<file path="config.mk">
export PLATFORM = sky130hd
export DESIGN_NAME = spi_adc_sample_reader
export DESIGN_NICKNAME = d
export VERILOG_FILES = /design/src/rtl/spiadc_pkg.sv /design/src/rtl/spi_adc_sample_reader.sv /design/src/rtl/spiadc_core.sv
export SDC_FILE = /design/constraint.sdc
export NUM_CORES = 1
export LEC_CHECK = 0
export BUFFER_PORTS_ARGS = -buffer_cell sky130_fd_sc_hd__buf_4
export CAP_MARGIN = 10
export CORE_MARGIN = 1
export CORE_UTILIZATION = 56
export DETAILED_ROUTE_END_ITERATION = 8
export GPL_ROUTABILITY_DRIVEN = 0
export GPL_TIMING_DRIVEN = 0
export MAX_ROUTING_LAYER = met4
export PLACE_DENSITY = 0.84
export SYNTH_ARGS = -nofsm -noshare
export SYNTH_HDL_FRONTEND = slang
export SYNTH_HIERARCHICAL = 1
export SYNTH_SLANG_ARGS = --single-unit
</file>
<file path="constraint.sdc">
create_clock -name clk -period 3.8 [get_ports clk]
set_clock_uncertainty 0.05 [all_clocks]
set_input_delay 0.76 -clock clk [delete_from_list [all_inputs] [get_ports clk]]
set_output_delay 0.76 -clock clk [all_outputs]
set_load 0.05 [all_outputs]
</file>
<file path="src/rtl/spiadc_pkg.sv">
// Shared types and constants for the serial converter read block.
// No dependencies; imported by spiadc_core and spi_adc_sample_reader.
`default_nettype none
package spiadc_pkg;

  localparam int COMMAND_BITS = 5;
  localparam int READ_CLOCKS  = 13;
  localparam int TOTAL_PULSES = COMMAND_BITS + READ_CLOCKS;
  localparam int LAST_PHASE   = 2 * TOTAL_PULSES - 1;

  localparam int PHASE_W  = 6;
  localparam int PULSE_W  = PHASE_W - 1;
  localparam int CMD_W    = 8;
  localparam int DATA_W   = 13;
  localparam int CHAN_W   = 3;
  localparam int SAMPLE_W = 12;

  localparam logic [CMD_W-1:0] CMD_HEADER = 8'h18;

  typedef enum logic {
    KIND_START = 1'b0,
    KIND_TICK  = 1'b1
  } kind_t;

  typedef struct packed {
    kind_t             kind;
    logic [CHAN_W-1:0] channel;
    logic              miso_level;
  } item_t;

  typedef struct packed {
    logic [SAMPLE_W-1:0] sample_value;
    logic                error;
    logic                done_res;
    logic                busy_res;
    logic                mosi_level;
    logic                sclk_level;
    logic                cs_level;
  } result_t;

endpackage
`default_nettype wire

</file>
<file path="src/rtl/spi_adc_sample_reader.sv">
// Top level of the serial converter read block: stream ports, input and result registers.
// Depends on spiadc_pkg and spiadc_core.
`default_nettype none
// Drives chip select, serial clock and command data of a 12-bit serial converter and
// collects its sample. An idle start transaction (tuser = 0) carrying a channel no higher
// than max_channel lowers chip select and loads the five-bit command; every tick
// transaction (tuser = 1) then advances one clock phase, 36 ticks in all, and the
// last one returns the sample with done and raises chip select. A channel above the
// limit is rejected at once with done and error. Every input transaction yields
// exactly one result carrying the pin levels after it. One transaction is taken per
// clock cycle while the result port is not stalled: the sequencer update is a single
// short step between the input register and the result register, and the result
// register takes a new result in the same cycle as the waiting one is taken.
module spi_adc_sample_reader
  import spiadc_pkg::*;
(
  input  wire logic        clk,
  input  wire logic        rst,
  input  wire logic        s_axis_tvalid,
  output logic             s_axis_tready,
  input  wire logic [7:0]  s_axis_tdata,  // [2:0] channel, [3] miso_level, [7:4] zero
  input  wire logic        s_axis_tuser,  // [0] kind
  output logic             m_axis_tvalid,
  input  wire logic        m_axis_tready,
  output logic [23:0]      m_axis_tdata,  // [0] cs_level, [1] sclk_level, [2] mosi_level,
                                          // [3] busy_res, [4] done_res, [5] error,
                                          // [17:6] sample_value, [23:18] zero
  input  wire logic        cfg_valid,
  output logic             cfg_ready,
  input  wire logic [7:0]  cfg_data       // [2:0] max_channel, [7:3] ignored
);

  logic              in_valid;
  item_t             in_item;
  logic              out_valid;
  result_t           out_res;
  result_t           res;
  logic              out_adv;
  logic              step;
  logic [CHAN_W-1:0] max_channel;

  assign out_adv       = !out_valid || m_axis_tready;
  assign step          = in_valid && out_adv;
  assign s_axis_tready = !in_valid || out_adv;
  assign cfg_ready     = 1'b1;

  always_ff @(posedge clk) begin
    if (rst) begin
      max_channel <= CHAN_W'(4);
    end else if (cfg_valid) begin
      max_channel <= cfg_data[CHAN_W-1:0];
    end
  end

  // input register
  always_ff @(posedge clk) begin
    if (rst) begin
      in_valid <= 1'b0;
    end else if (s_axis_tready) begin
      in_valid <= s_axis_tvalid;
    end
  end

  always_ff @(posedge clk) begin
    if (s_axis_tready && s_axis_tvalid) begin
      in_item.kind       <= kind_t'(s_axis_tuser);
      in_item.channel    <= s_axis_tdata[CHAN_W-1:0];
      in_item.miso_level <= s_axis_tdata[CHAN_W];
    end
  end

  spiadc_core u_core (
    .clk         (clk),
    .rst         (rst),
    .step        (step),
    .item        (in_item),
    .max_channel (max_channel),
    .res         (res)
  );

  // result register
  always_ff @(posedge clk) begin
    if (rst) begin
      out_valid <= 1'b0;
    end else if (out_adv) begin
      out_valid <= in_valid;
    end
  end

  always_ff @(posedge clk) begin
    if (step) begin
      out_res <= res;
    end
  end

  assign m_axis_tvalid = out_valid;
  assign m_axis_tdata  = {6'b0, out_res};

endmodule
`default_nettype wire

</file>
<file path="src/rtl/spiadc_core.sv">
// Sequencer state and per-transaction update for the converter read.
// Depends on spiadc_pkg.
`default_nettype none
module spiadc_core
  import spiadc_pkg::*;
(
  input  wire logic              clk,
  input  wire logic              rst,
  input  wire logic              step,
  input  wire item_t             item,
  input  wire logic [CHAN_W-1:0] max_channel,
  output result_t                res
);

  logic [PHASE_W-1:0] phase_count, phase_count_next;
  logic [CMD_W-1:0]   command_shift, command_shift_next;
  logic [DATA_W-1:0]  data_shift, data_shift_next;
  logic               select_reg, select_reg_next;
  logic               clock_reg, clock_reg_next;
  logic               command_out_reg, command_out_reg_next;

  logic [PHASE_W-1:0] p;
  logic [PULSE_W-1:0] pulse;
  logic               busy, done, err;
  logic [SAMPLE_W-1:0] sample;

  assign p     = phase_count - PHASE_W'(1);
  assign pulse = p[PHASE_W-1:1];

  always_comb begin
    phase_count_next     = phase_count;
    command_shift_next   = command_shift;
    data_shift_next      = data_shift;
    select_reg_next      = select_reg;
    clock_reg_next       = clock_reg;
    command_out_reg_next = command_out_reg;
    busy   = 1'b0;
    done   = 1'b0;
    err    = 1'b0;
    sample = '0;
    if (item.kind == KIND_START) begin
      if (phase_count != '0) begin
        busy = 1'b1;
      end else if (item.channel > max_channel) begin
        done = 1'b1;
        err  = 1'b1;
      end else begin
        select_reg_next      = 1'b0;
        clock_reg_next       = 1'b0;
        command_shift_next   = {CMD_HEADER[CMD_W-4:0] | {2'b00, item.channel}, 3'b000};
        command_out_reg_next = command_shift_next[CMD_W-1];
        data_shift_next      = '0;
        phase_count_next     = PHASE_W'(1);
        busy                 = 1'b1;
      end
    end else if (phase_count != '0) begin
      if (!p[0]) begin
        // rising edge
        clock_reg_next   = 1'b1;
        phase_count_next = phase_count + PHASE_W'(1);
        busy             = 1'b1;
      end else begin
        clock_reg_next = 1'b0;
        if (pulse < PULSE_W'(COMMAND_BITS)) begin
          command_shift_next = {command_shift[CMD_W-2:0], 1'b0};
          if (pulse + PULSE_W'(1) < PULSE_W'(COMMAND_BITS)) begin
            command_out_reg_next = command_shift_next[CMD_W-1];
          end
        end else begin
          // first read pulse carries the null bit: shift in zero
          data_shift_next = {data_shift[DATA_W-2:0],
                             (pulse != PULSE_W'(COMMAND_BITS)) & item.miso_level};
        end
        if (p >= PHASE_W'(LAST_PHASE)) begin
          select_reg_next  = 1'b1;
          phase_count_next = '0;
          done             = 1'b1;
          sample           = data_shift_next[SAMPLE_W-1:0];
        end else begin
          phase_count_next = phase_count + PHASE_W'(1);
          busy             = 1'b1;
        end
      end
    end
  end

  always_comb begin
    res.cs_level     = select_reg_next;
    res.sclk_level   = clock_reg_next;
    res.mosi_level   = command_out_reg_next;
    res.busy_res     = busy;
    res.done_res     = done;
    res.error        = err;
    res.sample_value = sample;
  end

  always_ff @(posedge clk) begin
    if (rst) begin
      phase_count     <= '0;
      command_shift   <= '0;
      data_shift      <= '0;
      select_reg      <= 1'b1;
      clock_reg       <= 1'b0;
      command_out_reg <= 1'b0;
    end else if (step) begin
      phase_count     <= phase_count_next;
      command_shift   <= command_shift_next;
      data_shift      <= data_shift_next;
      select_reg      <= select_reg_next;
      clock_reg       <= clock_reg_next;
      command_out_reg <= command_out_reg_next;
    end
  end

  a_idle_deselected: assert property (@(posedge clk) disable iff (rst)
    phase_count == '0 |-> select_reg && !clock_reg)
    else $error("chip select or clock active while idle");

  a_phase_range: assert property (@(posedge clk) disable iff (rst)
    phase_count <= PHASE_W'(LAST_PHASE + 1))
    else $error("phase count beyond end of sequence");

  a_tick_toggles: assert property (@(posedge clk) disable iff (rst)
    step && item.kind == KIND_TICK && phase_count != '0 |=> clock_reg != $past(clock_reg))
    else $error("tick while busy did not toggle the serial clock");

  a_done_excl_busy: assert property (@(posedge clk) disable iff (rst)
    step |-> !(res.done_res && res.busy_res))
    else $error("done and busy reported together");

endmodule
`default_nettype wire
</file>
==> run_results.csv <==
group,metric,value,unit
cts,cts_num_sinks,53,
timing,holdWs,0.422,ns
synth,ys.flop_type,"dfxtp_1",
setup_path,cp_cell_sequence,"clkbuf_1 > inv_1 > ha_1 > nor3_1 > a21oi_1 > o31a_1 > o21ai_1 > clkbuf_1 > o21ai_0 > buf_4",
timing,period_share,86.2,%
placement,preCtsSetupSlack,0.605,ns
routing,drt-initial-drc-count,131,
routing,drt-vias-per-instance,5.70,
placement,dpl.hpwl,4.04,mm
cts,cts_max_level,2,
global_route,grt_usage,23.0,%
synth,ys_ff_latch,53,
power_and_ir_drop,p_per_area,372,nW/µm²
floorplanning,rows,25,
routing,firstDrtPassIters,5,
power_and_ir_drop,clock_power_share,25.8,%
placement,port_buffers,32,
synth,avgSynthCellArea,9.21,µm²
routing,routed_wirelength,5.44,mm
floorplanning,coreArea,4790,µm²
power_and_ir_drop,peakVddDrop,0.000222,V
final_layout,drive_above_1_share,18.4,%
setup_path,end_kind,"flip-flop",
timing,drv_slew,0,
final_layout,nNetsFinal,383,
power_and_ir_drop,power,1.21,mW
final_layout,fin_util,68.3,%
timing,rsz0062_at_grt,"no",
setup_path,cp-start-kind,"flip-flop",
cts,cts_tree,"built",
final_layout,largest_reg_flops,18,
routing,routedWlPerCell,12.9,µm
setup_path,required,3.82,ns
setup_path,crit_path_frequent_cell,"clkbuf_1",
power_and_ir_drop,power_leakage,1.26,nW
global_route,antenna_found_initial,0,
timing,fin_crit,3.28,ns
cts,clk_latency,0.30,ns
power_and_ir_drop,p_sw,0.363,mW
global_route,gr-total-overflow,0,
timing,tightest_slew,0.884,ns
synth,synth_largest_area_cell,"edfxtp_1",
synth,seq_area_frac_synth,45.5,%
timing,fmax,305,MHz
floorplanning,die_h,73.2,µm
synth,synthArstFlopShare,0,%
synth,yosysMostFrequentCell,"inv_1",
routing,drt.antenna.violating_nets,0,
floorplanning,floorplan.initialDensity,59.3,%
routing,drc,0,
synth,synth_edf_count,23,
synth,synth_top_area_share,24.3,%
setup_path,slowest_stage,"o21ai_1",
cts,clk_pin_slew_worst_paths,0.10,ns
cts,cts-root-buf,"clkbuf_8",
timing,setup_tns,0,ns
global_route,grt_max_degree,24,
cts,post_cts_buffers,0,
timing,max-slew-margin-rel,40.3,%
synth,syn-instance-count,308,
final_layout,insertedDiodeCount,0,
worst_hold_path,holdCritPathClass,"flip-flop to flip-flop",
power_and_ir_drop,internal_power,0.852,mW
setup_path,arrival,3.30,ns
floorplanning,die_x,73.2,µm
synth,synth_area_leaders,"edfxtp_1, dfxtp_1, inv_1",
synth,synth_cell_types,57,
power_and_ir_drop,switching_share,29.9,%
floorplanning,ios,49,
run_status,outcome,"finished, final reports clean",
synth,ys_warn_count,6,
synth,synth_common_cells,"inv_1, nand2_1, dfxtp_1",
routing,num_vias,2396,
global_route,grt_pass1_wl,9.38,mm
cts,numCtsBuffers,5,
final_layout,area.growth.synth_to_final,15.3,%
cts,clockBufferDepth,2,
power_and_ir_drop,seqPwrFrac,51.9,%
power_and_ir_drop,p_comb_share,22.3,%
setup_path,crit_type,"flip-flop to flip-flop",
floorplanning,dieArea,5350,µm²
timing,hold_viol_final,0,
cts,cts_resized,0,
cts,hold_buffers,0,
setup_path,cp_max_fo,10,
setup_path,critPathMaxStageDelay,0.49,ns
timing,layout_setup_ws,0.525,ns
timing,finalSetupViolCount,0,
job,maxCapViolCount,0,
global_route,grt_pass1_vias,2234,
synth,syn_area,2840,µm²
==> critical path, delay by kind of cell (launching register included) <==
kind | cells | cell delay (ns)
AOI/OAI and AO/OA | 4 | 1.02
adders and majority gates | 1 | 0.31
buffers and inverters | 4 | 1.14
DFF | 1 | 0.39
and+or+nand+nor | 1 | 0.16
==> final timing paths <==
path / from / to / slack, ns / depth (start not counted)
setup / recovery: u_core/phase_count[0] / m_axis_tdata[0] / 0.52 / 10
hold / removal: u_core/command_shift[3] / u_core/command_shift[3] / 0.42 / 2
setup reg to reg: u_core/phase_count[0] / m_axis_tdata[0] / 0.52 / 10
hold reg to reg: u_core/command_shift[3] / u_core/command_shift[3] / 0.42 / 2
==> final cells by class <==
cell class	instances	area, µm²
clock inverters	3	21.3
well taps	67	83.8
inverters	34	128
clock buffers	5	68.8
plain buffers	31	184
multi-input cells	195	1250
flip-flops and latches	53	1290
fillers	411	1520
repair buffers	32	240
==> power by group through the flow <==
| stage | logic [mW] | registers, mW | clock network [mW] |
|---|---|---|---|
| floorplan | 0.174 | 0.676 | 0 |
| global placement | 0.262 | 0.643 | 0 |
| detailed placement | 0.267 | 0.644 | 0 |
| CTS | 0.269 | 0.631 | 0.323 |
| global route | 0.298 | 0.633 | 0.341 |
| finish | 0.271 | 0.630 | 0.314 |
==> kinds of logic after synthesis <==
group                      share of synthesized area (%)
DFF                                                 45.5
muxes                                               2.87
buffers and inverters                               11.0
AOI/OAI and AO/OA                                   20.1
xor gates and xnor gates                           0.618
other                                              0.265
and+or+nand+nor                                     15.7
adders and majority gates                           3.97
==> cell usage in the layout (no fill, tap or decap), types with 7 or more instances in the layout <==
cell type and count:
conb_1 7, inv_1 33, mux2i_1 7, nand2_1 32
nor3_1 7, buf_4 45, dfxtp_1 30, a21oi_1 24
edfxtp_1 23, clkbuf_1 12, nor2_1 14, o32ai_1 12
ha_1 9
==> through the flow <==
stage,instances,instance area [µm²]
finish,420,3270
global route,420,3270
CTS,420,3270
detailed placement,412,3180
global placement,412,3180
floorplan,313,2860
==> metal layers <==
| layer | vias to the layer above | global-route usage, % | routed length (µm) |
|---|---|---|---|
| met2 | 77 | 40.2 | 2720 |
| met5 | - | - | 0 |
| met1 | 1128 | 27.3 | 2400 |
| li1 | 1183 | - | - |
| met3 | 8 | 3.87 | 242 |
| met4 | 0 | 6.32 | 68 |
Power figures use the tool's default switching activity.
